## src/design/wrs_pkg.sv

```systemverilog
// Shared types and sizing for the weakness rank sorter.
// No dependencies; every other design file imports this package.
package wrs_pkg;

	localparam int MAX_ITEMS = 32;
	localparam int CNT_W     = $clog2(MAX_ITEMS + 1);
	localparam int LIM_W     = 6;
	localparam logic [LIM_W-1:0] LIMIT_RESET = LIM_W'(32);

	typedef struct packed {
		logic signed [15:0] score;
		logic [23:0]        play_count;
		logic [7:0]         tag;
		logic               end_of_set;
	} in_rec_t;

	typedef struct packed {
		logic signed [15:0] out_score;
		logic [23:0]        out_play_count;
		logic [7:0]         out_tag;
		logic               out_last;
	} out_rec_t;

	typedef struct packed {
		logic signed [15:0] score;
		logic [23:0]        play_count;
		logic [7:0]         tag;
	} cell_rec_t;

	typedef struct packed {
		logic ins;
		logic shift;
	} cell_ctl_t;

endpackage

```

## src/design/wrs_if.sv

```systemverilog
// Valid/ready channel interfaces for records, results and the limit register.
// Depends on wrs_pkg for the payload types.
interface wrs_in_if;
	import wrs_pkg::*;
	logic    valid;
	logic    ready;
	in_rec_t data;
	modport source (output valid, output data, input ready);
	modport sink (input valid, input data, output ready);
endinterface

interface wrs_out_if;
	import wrs_pkg::*;
	logic     valid;
	logic     ready;
	out_rec_t data;
	modport source (output valid, output data, input ready);
	modport sink (input valid, input data, output ready);
endinterface

interface wrs_cfg_if;
	import wrs_pkg::*;
	logic             valid;
	logic             ready;
	logic [LIM_W-1:0] data;
	modport source (output valid, output data, input ready);
	modport sink (input valid, input data, output ready);
endinterface

```

## src/design/wrs_cell.sv

```systemverilog
// One cell of the insertion chain: holds a record, inserts or shifts when the sequencer says.
// Depends on wrs_pkg.
module wrs_cell (
	input  logic               clk,
	input  wrs_pkg::cell_ctl_t ctl,
	input  logic               occ,
	input  wrs_pkg::cell_rec_t new_rec,
	input  wrs_pkg::cell_rec_t left_rec,
	input  logic               left_yield,
	input  wrs_pkg::cell_rec_t right_rec,
	output logic               yield,
	output wrs_pkg::cell_rec_t rec
);
	import wrs_pkg::*;

	cell_rec_t rec_q;
	logic      gt;

	always_comb begin
		gt = ($signed(rec_q.score) > $signed(new_rec.score)) ||
		     (($signed(rec_q.score) == $signed(new_rec.score)) &&
		      (rec_q.play_count < new_rec.play_count));
		yield = !occ || gt;
	end

	always_ff @(posedge clk) begin
		if (ctl.shift) begin
			rec_q <= right_rec;
		end else if (ctl.ins && yield) begin
			rec_q <= left_yield ? left_rec : new_rec;
		end
	end

	assign rec = rec_q;

endmodule

```

## src/design/wrs_ctrl.sv

```systemverilog
// Sequencer: limit register, fill count, load and drain phases.
// Depends on wrs_pkg.
module wrs_ctrl (
	input  logic               clk,
	input  logic               arst_n,
	input  logic               cfg_valid,
	input  logic [wrs_pkg::LIM_W-1:0] cfg_data,
	output logic               cfg_ready,
	input  logic               in_valid,
	input  logic               in_end,
	output logic               in_ready,
	output logic               out_valid,
	input  logic               out_ready,
	output logic               out_last,
	output logic [wrs_pkg::CNT_W-1:0] filled,
	output wrs_pkg::cell_ctl_t ctl
);
	import wrs_pkg::*;

	typedef enum logic {LOAD, DRAIN} state_t;

	state_t           state_q;
	logic [LIM_W-1:0] limit_q;
	logic [CNT_W-1:0] filled_q;
	logic [CNT_W-1:0] eff_limit;
	logic [CNT_W-1:0] next_cnt;
	logic             room;
	logic             in_acc;
	logic             out_acc;

	always_comb begin
		if (int'(limit_q) > MAX_ITEMS) begin
			eff_limit = CNT_W'(MAX_ITEMS);
		end else begin
			eff_limit = CNT_W'(limit_q);
		end
		room      = filled_q < eff_limit;
		in_acc    = in_valid && (state_q == LOAD);
		out_acc   = out_ready && (state_q == DRAIN);
		next_cnt  = filled_q + CNT_W'(room);
		ctl.ins   = in_acc && room;
		ctl.shift = out_acc;
	end

	always_ff @(posedge clk or negedge arst_n) begin
		if (!arst_n) begin
			state_q  <= LOAD;
			limit_q  <= LIMIT_RESET;
			filled_q <= '0;
		end else begin
			if (cfg_valid) begin
				limit_q <= cfg_data;
			end
			unique case (state_q)
				LOAD: begin
					if (in_acc) begin
						if (in_end) begin
							filled_q <= next_cnt;
							if (next_cnt != '0) begin
								state_q <= DRAIN;
							end
						end else begin
							filled_q <= next_cnt;
						end
					end
				end
				DRAIN: begin
					if (out_acc) begin
						filled_q <= filled_q - CNT_W'(1);
						if (filled_q == CNT_W'(1)) begin
							state_q <= LOAD;
						end
					end
				end
				default: state_q <= LOAD;
			endcase
		end
	end

	assign cfg_ready = 1'b1;
	assign in_ready  = (state_q == LOAD);
	assign out_valid = (state_q == DRAIN);
	assign out_last  = (filled_q == CNT_W'(1));
	assign filled    = filled_q;

endmodule

```

## src/design/weakness_rank_sorter_unit.sv

```systemverilog
// Stable two-key insertion sorter: a chain of MAX_ITEMS cells and a sequencer.
// Depends on wrs_pkg, wrs_if, wrs_cell and wrs_ctrl.
// Outside the drain one request is taken per cycle; a kept record is sorted in at that edge.
// N kept records drain from the chain head, the first valid the cycle after the end-of-set
// request, one per cycle unless the result side stalls.
// Reset clears the fill count and phase and sets the limit to 32; cell contents are kept.
module weakness_rank_sorter_unit (
	input  logic clk,
	input  logic arst_n,
	wrs_cfg_if.sink  cfg,
	wrs_in_if.sink   in_ch,
	wrs_out_if.source out_ch
);
	import wrs_pkg::*;

	cell_ctl_t        ctl;
	logic [CNT_W-1:0] filled;
	logic             out_last;
	cell_rec_t        new_rec;
	cell_rec_t        recs   [MAX_ITEMS];
	logic             yields [MAX_ITEMS];

	assign new_rec.score      = in_ch.data.score;
	assign new_rec.play_count = in_ch.data.play_count;
	assign new_rec.tag        = in_ch.data.tag;

	wrs_ctrl u_ctrl (
		.clk       (clk),
		.arst_n    (arst_n),
		.cfg_valid (cfg.valid),
		.cfg_data  (cfg.data),
		.cfg_ready (cfg.ready),
		.in_valid  (in_ch.valid),
		.in_end    (in_ch.data.end_of_set),
		.in_ready  (in_ch.ready),
		.out_valid (out_ch.valid),
		.out_ready (out_ch.ready),
		.out_last  (out_last),
		.filled    (filled),
		.ctl       (ctl)
	);

	for (genvar i = 0; i < MAX_ITEMS; i++) begin : g_cell
		cell_rec_t left_rec;
		cell_rec_t right_rec;
		logic      left_yield;
		logic      occ;

		assign occ = (int'(filled) > i);

		if (i == 0) begin : g_head
			assign left_rec   = new_rec;
			assign left_yield = 1'b0;
		end else begin : g_body
			assign left_rec   = recs[i-1];
			assign left_yield = yields[i-1];
		end

		if (i == MAX_ITEMS - 1) begin : g_tail
			assign right_rec = recs[i];
		end else begin : g_mid
			assign right_rec = recs[i+1];
		end

		wrs_cell u_cell (
			.clk        (clk),
			.ctl        (ctl),
			.occ        (occ),
			.new_rec    (new_rec),
			.left_rec   (left_rec),
			.left_yield (left_yield),
			.right_rec  (right_rec),
			.yield      (yields[i]),
			.rec        (recs[i])
		);
	end

	assign out_ch.data.out_score      = recs[0].score;
	assign out_ch.data.out_play_count = recs[0].play_count;
	assign out_ch.data.out_tag        = recs[0].tag;
	assign out_ch.data.out_last       = out_last;

endmodule

```

## src/flat_wrapper.sv

```systemverilog
// flat-port wrapper written by rule: the top's interface ports become plain ports
module weakness_rank_sorter_unit_flat import wrs_pkg::*;
  (clk, arst_n, cfg_valid, cfg_data, cfg_ready, in_ch_valid, in_ch_data, in_ch_ready, out_ch_valid, out_ch_data, out_ch_ready);
  wrs_cfg_if cfg_i ();
  wrs_in_if in_ch_i ();
  wrs_out_if out_ch_i ();
  input  logic clk;
  input  logic arst_n;
  input wire logic [$bits(cfg_i.valid)-1:0] cfg_valid;
  input wire logic [$bits(cfg_i.data)-1:0] cfg_data;
  output wire logic [$bits(cfg_i.ready)-1:0] cfg_ready;
  input wire logic [$bits(in_ch_i.valid)-1:0] in_ch_valid;
  input wire logic [$bits(in_ch_i.data)-1:0] in_ch_data;
  output wire logic [$bits(in_ch_i.ready)-1:0] in_ch_ready;
  output wire logic [$bits(out_ch_i.valid)-1:0] out_ch_valid;
  output wire logic [$bits(out_ch_i.data)-1:0] out_ch_data;
  input wire logic [$bits(out_ch_i.ready)-1:0] out_ch_ready;
  assign cfg_i.valid = cfg_valid;
  assign cfg_i.data = cfg_data;
  assign cfg_ready = cfg_i.ready;
  assign in_ch_i.valid = in_ch_valid;
  assign in_ch_i.data = in_ch_data;
  assign in_ch_ready = in_ch_i.ready;
  assign out_ch_valid = out_ch_i.valid;
  assign out_ch_data = out_ch_i.data;
  assign out_ch_i.ready = out_ch_ready;
  weakness_rank_sorter_unit u_core (.clk(clk), .arst_n(arst_n), .cfg(cfg_i), .in_ch(in_ch_i), .out_ch(out_ch_i));
endmodule
```

## config.mk

```make
export PLATFORM = sky130hd
export DESIGN_NAME = weakness_rank_sorter_unit_flat
export DESIGN_NICKNAME = d
export VERILOG_FILES = /design/src/design/wrs_pkg.sv /design/src/design/wrs_if.sv /design/src/design/wrs_cell.sv /design/src/design/wrs_ctrl.sv /design/src/design/weakness_rank_sorter_unit.sv /design/src/flat_wrapper.sv
export SDC_FILE = /design/constraint.sdc
export NUM_CORES = 2
export LEC_CHECK = 0
export ABC_CLOCK_PERIOD_IN_PS = 8800
export BUFFER_PORTS_ARGS = -buffer_cell sky130_fd_sc_hd__buf_4
export CORE_MARGIN = 2
export CORE_UTILIZATION = 31
export DETAILED_ROUTE_END_ITERATION = 8
export PLACE_DENSITY = 0.5
export SYNTH_ARGS = -nofsm -noshare
export SYNTH_HDL_FRONTEND = slang
export SYNTH_SLANG_ARGS = --single-unit
```

## constraint.sdc

```tcl
create_clock -name clk -period 8.8 [get_ports clk]
set_input_delay 0.88 -clock clk [delete_from_list [all_inputs] [get_ports clk]]
set_output_delay 0.88 -clock clk [all_outputs]
set_load 0.02 [all_outputs]
```

Word-level counts from Yosys, hierarchy flattened:

Index checks and enable logic that the tools add are counted.

* register bits after elaboration: 1549
* output and inout bits: 52
* logic and storage cells: 536

* reductions and logical operators: 197
* mux-type cells: 103
* equal/unequal tests: 35
* bitwise gates (word level): 2
* magnitude comparators: 98
* add/subtract/negate cells: 2

Operator list (number)
* $mux 48: 93
* $lt 24x24->1: 32
* $eq 16x16->1: 32
* $gt 16x16->1: 32
* $gt 6x5->1 const B: 16
* $logic_and 1x1->1: 67
* $logic_or 1x1->1: 64
* $reduce_bool 2->1: 31
* $gt 6x4->1 const B: 8
* $logic_not 1->1: 32
* $gt 6x3->1 const B: 4
* $mux 6: 3
* $gt 6x1->1 const B: 2
* $gt 6x2->1 const B: 2
* $pmux 6 s2: 1
* $add 6x1->6: 1
* $eq 6x1->1 const B: 1
* $gt 6x6->1 const B: 1
* $lt 6x6->1: 1
* $reduce_bool 6->1: 1
* $sub 6x1->6 const B: 1
* $mux 1: 5
* $ne 2x1->1 const B: 2
* $reduce_and 2->1: 2
* 2 further kinds: 3

Longest topological paths before layout:

* word-level depth: 9
* mapped depth: 15
* gate-level depth less buffers: 15

Modules after synthesis:

A second synthesis with hierarchy kept.

* cells, all modules: 11416
* area, all modules: 112329.0 sq um

Modules (own cells, without submodules)
* wrs_cell: area an instance 3472.1 sq um, times used 32, cells an instance 352
* wrs_ctrl: area an instance 883.3 sq um, times used 1, cells an instance 89
* weakness_rank_sorter_unit: area an instance 339.1 sq um, times used 1, cells an instance 63

Least setup slack after synthesis:

No wires, ideal clock.

* path kind: input-to-reg
* start: input port in_ch_data[48]
* end: register u_core.g_cell[10].u_cell.rec_q (netlist bit u_core.g_cell[10].u_cell.rec[0]), enable pin
* data required time: 8280 ps
* data arrival time: 7643 ps
* stages: 13
* slack: 637 ps
* setup time: 520 ps
* cells stage by stage: clkbuf_1 -> buf_1 -> inv_1 -> ha_1 -> nand4_1 -> or4_1 -> or2_1 -> or4b_1 -> a211oi_1 -> nor3_1 -> buf_6 -> buf_6 -> o21ai_0

* word-level cells in the longest chain between the ends: 6
* elaborated cells on any way between the ends: 7
* those cells by class: 1 x order compare; 1 x eq/ne; 5 x reduce/logical

RTL lines
* start: declaration: RTL line flat_wrapper.sv:13 `input wire logic [$bits(in_ch_i.data)-1:0] in_ch_data;`
* branches (longest 2 deep; another with $gt 16x16->1)
* $logic_or 1x1->1 (*): RTL line wrs_cell.sv:20 `gt = ($signed(rec_q.score) > $signed(new_rec.score)) ||`
* $logic_or 1x1->1 (*): RTL line wrs_cell.sv:23 `yield = !occ || gt;`
* $logic_and 1x1->1 (*): RTL line wrs_cell.sv:29 `end else if (ctl.ins && yield) begin`
* $reduce_bool 2->1 (no source line) (*)
* end signal: assignment: RTL line wrs_cell.sv:28 `rec_q <= right_rec;`
* end signal: assignment: RTL line wrs_cell.sv:30 `rec_q <= left_yield ? left_rec : new_rec;`
* end: declaration: RTL line wrs_cell.sv:16 `cell_rec_t rec_q;`

Every way passes the cells marked *.
A chain may end at the register's enable or synchronous reset.

Worst setup path after layout:

* start: input port in_ch_data[44]
* end: register u_core.g_cell[12].u_cell.rec_q (netlist bit u_core.g_cell[12].u_cell.rec[12]), enable pin

* word-level cells in the longest chain between the ends: 6
* elaborated cells on any way between the ends: 7
* those cells by class: 1 x order compare; 1 x eq/ne; 5 x reduce/logical

RTL lines (RTL line)
* branches (longest 2 deep; another with $gt 16x16->1)
* $logic_or 1x1->1 (*): wrs_cell.sv:20
* $logic_or 1x1->1 (*): wrs_cell.sv:23
* $logic_and 1x1->1 (*): wrs_cell.sv:29
* $reduce_bool 2->1 (no source line) (*)
* end signal: assignment: wrs_cell.sv:28
* end signal: assignment: wrs_cell.sv:30
* end: declaration: wrs_cell.sv:16

Marked as above.

==> impl_metrics.py <==
metrics = {
    "power_and_ir_drop": {
        "p_total_mw": 42.0,
        "power_density_nw_per_um2": 359,
        "p_int_mw": 24.7,
        "switching_share_pct": 41.3,
        "clkPwrFrac_pct": 19.3,
        "p_seq_share_pct": 37.5,
        "p_leak_nw": 45.4,
        "switching_power_mw": 17.4,
        "pwr-share-comb_pct": 43.2,
        "ir_drop_mv": 0.220,
    },
    "grt": {
        "antenna_found_initial": 16,
        "grt_pass1_wl_um": 538000,
        "grt_max_degree": 230,
        "track_usage_pct": 20.5,
        "gr-total-overflow": 0,
        "grt_pass1_vias": 82400,
    },
    "synth": {
        "synth_area_per_cell_um2": 10.3,
        "synth_top_area_share_pct": 43.9,
        "syn_nets": 11500,
        "ys_types": 80,
        "syn_inst": 10200,
        "ys_warn_count": 0,
        "netlist_area_um2": 105000,
        "async_flop_share_pct": 0.839,
        "synth.area.top_cells": "edfxtp_1 44%, ha_1 15%, mux2i_1 12%",
        "synth_most_common_cell": "edfxtp_1",
        "yosysTopAreaCell": "edfxtp_1",
        "synth_common_cells": "1536 x edfxtp_1, 1345 x nand2_1, 1259 x mux2i_1",
        "ys_seq_elements": 1549,
        "synthFlopType": "edfxtp_1",
        "yosysSeqAreaShare_pct": 44.2,
        "synth-edff-count": 1536,
    },
    "finish": {
        "fin_area_um2": 117000,
        "stdcell_count": 14600,
        "drive_gt1_share_pct": 6.76,
        "areaGrowthSynthToFinish_pct": 11.4,
        "final_util_pct": 34.7,
        "fin_nets": 11300,
        "nFillCells": 34100,
    },
    "routing": {
        "postRouteWirelength_um": 364000,
        "wire_per_inst_um": 24.9,
        "m1WireLength_um": 172000,
        "drtIter0Drc": 7847,
        "vias_per_cell": 5.65,
        "first_pass_iters": 6,
        "drc": 0,
        "maxUsedRoutingLayer": "met5",
        "dr_total_vias": 82600,
        "routed-wl-met2_um": 161000,
        "met3_length_um": 21500,
        "ant_nets": 0,
    },
    "clocking": {
        "ctsHtreeMaxLevel": 4,
        "cts_sinks": 1549,
        "cts_buffer_depth": 4,
        "clk_latency_ns": 0.88,
        "cts-root-buf": "clkbuf_16",
        "ctsResizeCount": 0,
        "cts_buffers": 192,
        "path_clk_slew_ns": 0.06,
        "cts_tree": "done",
    },
    "die": {
        "core_area_um2": 337000,
        "rows": 213,
        "ios": 112,
        "start_util_pct": 31.2,
        "die_w_um": 586,
        "die_y_um": 586,
        "die-area_um2": 343000,
    },
    "timing": {
        "setup-tns-final_ns": 0,
        "fin_crit_ns": 6.08,
        "relSlewSlack_pct": 8.85,
        "fin_crit_sh_pct": 69.0,
        "rsz0062_at_grt": "false",
        "hold_violations": 0,
        "tightestPinTransition_ns": 1.36,
        "slew_viol_final": 0,
        "max_freq_ghz": 0.165,
        "finClkSkew_ns": 0.0407,
        "setup_viol": 0,
    },
    "critical_path": {
        "reg2regPathDepth": 8,
        "worstReg2RegStart": "u_core.g_cell[12].u_cell.rec[38]$_DFFE_PP_",
        "end_kind": "flop",
        "cp-start-kind": "input port",
        "reg2reg_slack_ns": 3.54,
        "critPathTopFamily": "compound AO/OA/AOI/OAI gates",
        "crit_top_cell": "buf_4",
        "critical-path-max-stage-delay_ns": 0.99,
        "worst_r2r_endpoint": "u_core.g_cell[12].u_cell.rec[12]$_DFFE_PP_",
        "cp.arrival_ns": 6.56,
        "worstSetupPathType": "in -> reg",
        "crit_chain": "buf_4, inv_1, buf_4, ha_1, nand4_1, or3_1, a2111oi_1, o2111ai_1, and3_4, o21ai_4, buf_4",
        "crit_buf_inv": 4,
        "cp_max_fo": 49,
        "slowest_stage": "a2111oi_1",
        "worstPathRequired_ns": 9.28,
    },
    "outcome": {
        "status": "finished clean",
    },
    "flow_run": {
        "max_cap_viol_count": 0,
    },
    "placement": {
        "dp_hpwl_um": 268000,
        "port_buffers": 110,
        "dp_cells": 14300,
        "place_congestion": 0.876,
        "placed_area_um2": 111000,
    },
    "hold_path": {
        "hold_path_class": "in -> reg",
        "min-delay-start": "cfg_data[0]",
        "min_to": "u_core.u_ctrl.limit_q[0]$_DFFE_PN0P_",
        "min_path_cells": 3,
    },
}
-- placed cells by master (no fill, tap or decap), types with 11 or more instances in the layout --
cell / instances
a2111oi_0: 27
a211o_1: 12
a211oi_1: 70
a21o_1: 163
a21oi_1: 820
a31oi_1: 23
and3_1: 12
and4_1: 27
buf_12: 15
buf_4: 275
bufinv_16: 23
clkbuf_1: 40
clkbuf_16: 193
clkinv_1: 36
clkinv_2: 27
dfrtp_1: 12
edfxtp_1: 1536
ha_1: 1257
inv_1: 119
mux2_2: 56
mux2i_1: 1259
nand2_1: 1344
nand2b_1: 32
nand3_1: 263
nand4_1: 198
nor2_1: 591
nor2b_1: 57
nor3_1: 49
nor4_1: 26
o2111ai_1: 12
o211ai_1: 233
o21a_1: 25
o21ai_0: 988
o21ai_4: 24
o21bai_1: 14
o31ai_1: 11
or3_1: 11
or4_1: 20
-- layer usage --
metal,vias to the layer above,GRT usage [%]
met5,-,0
met4,14,5.67
met3,491,2.63
met2,2461,31.8
met1,41700,29.8
li1,38000,-
-- worst min-delay path, stage by stage --
cell and delay, ns:
buf_4 0.08, nand2_1 0.04, o21ai_0 0.06
-- power groups by stage --
| stage | registers, mW | logic [mW] | clock network (mW) |
|---|---|---|---|
| after floorplan | 14.7 | 12.9 | 0 |
| after global placement | 15.8 | 17.5 | 0 |
| after detailed placement | 15.8 | 18.0 | 0 |
| after CTS | 15.7 | 18.0 | 8.24 |
| after global routing | 16.0 | 20.2 | 8.50 |
| final | 15.8 | 18.2 | 8.11 |
-- stage by stage --
step	worst slack [ns]	hold slack, ns
final	2.72	0.230
after global routing	2.57	0.229
after CTS	2.59	0.171
after detailed placement	1.68	0.499
after global placement	1.80	0.502
after floorplan	0.637	0.481
-- registers in the layout (all words and copies together), names as in the netlist --
signal,flops
u_core.u_ctrl.limit_q,6
u_core.u_ctrl.out_valid,1
u_core.g_cell.u_cell.rec,1536
u_core.u_ctrl.filled,6
-- timing repair --
| action | 4_1_cts | 5_1_grt |
|---|---|---|
| hold buffers | 1 | 0 |
| endpoints found under the hold margin | 12 | 0 |
| setup buffers | 0 | 0 |
-- logic make-up after synthesis --
group,Yosys count,synth area share [%]
XOR/XNOR,6,0.0500
flip-flops,1549,44.2
AO/OA/AOI/OAI,2536,13.9
AND/OR/NAND/NOR,2689,11.2
other,1,0.00357
multiplexers,1315,12.6
buffers and inverters,797,3.07
adder cells (fa/ha/maj),1257,15.0
-- worst max-delay path by stage --
stage / start / endpoint / cells after the start
after global placement: in_ch_data[44] / u_core.g_cell[12].u_cell.rec[10]$_DFFE_PP_ / 11
final: in_ch_data[44] / u_core.g_cell[12].u_cell.rec[12]$_DFFE_PP_ / 11
after CTS: in_ch_data[42] / u_core.g_cell[12].u_cell.rec[12]$_DFFE_PP_ / 11
after floorplan: in_ch_data[48] / u_core.g_cell[10].u_cell.rec[0]$_DFFE_PP_ / 13
after detailed placement: in_ch_data[44] / u_core.g_cell[12].u_cell.rec[10]$_DFFE_PP_ / 11
after global routing: in_ch_data[38] / u_core.g_cell[26].u_cell.rec[11]$_DFFE_PP_ / 13
-- cell type report --
type / instances / area [um2] / share of cell area, %
Multi-Input combinational cell: 7804 / 55900 / 47.8
Sequential cell: 1549 / 46500 / 39.7
Tap cell: 4515 / 5650 / 4.83
Clock buffer: 235 / 5010 / 4.28
Timing Repair Buffer: 292 / 2380 / 2.03
Clock inverter: 98 / 1060 / 0.908
Inverter: 120 / 450 / 0.385
Antenna cell: 8 / 20.0 / 0.0171
No activity file was read; power rests on OpenSTA's default activity.
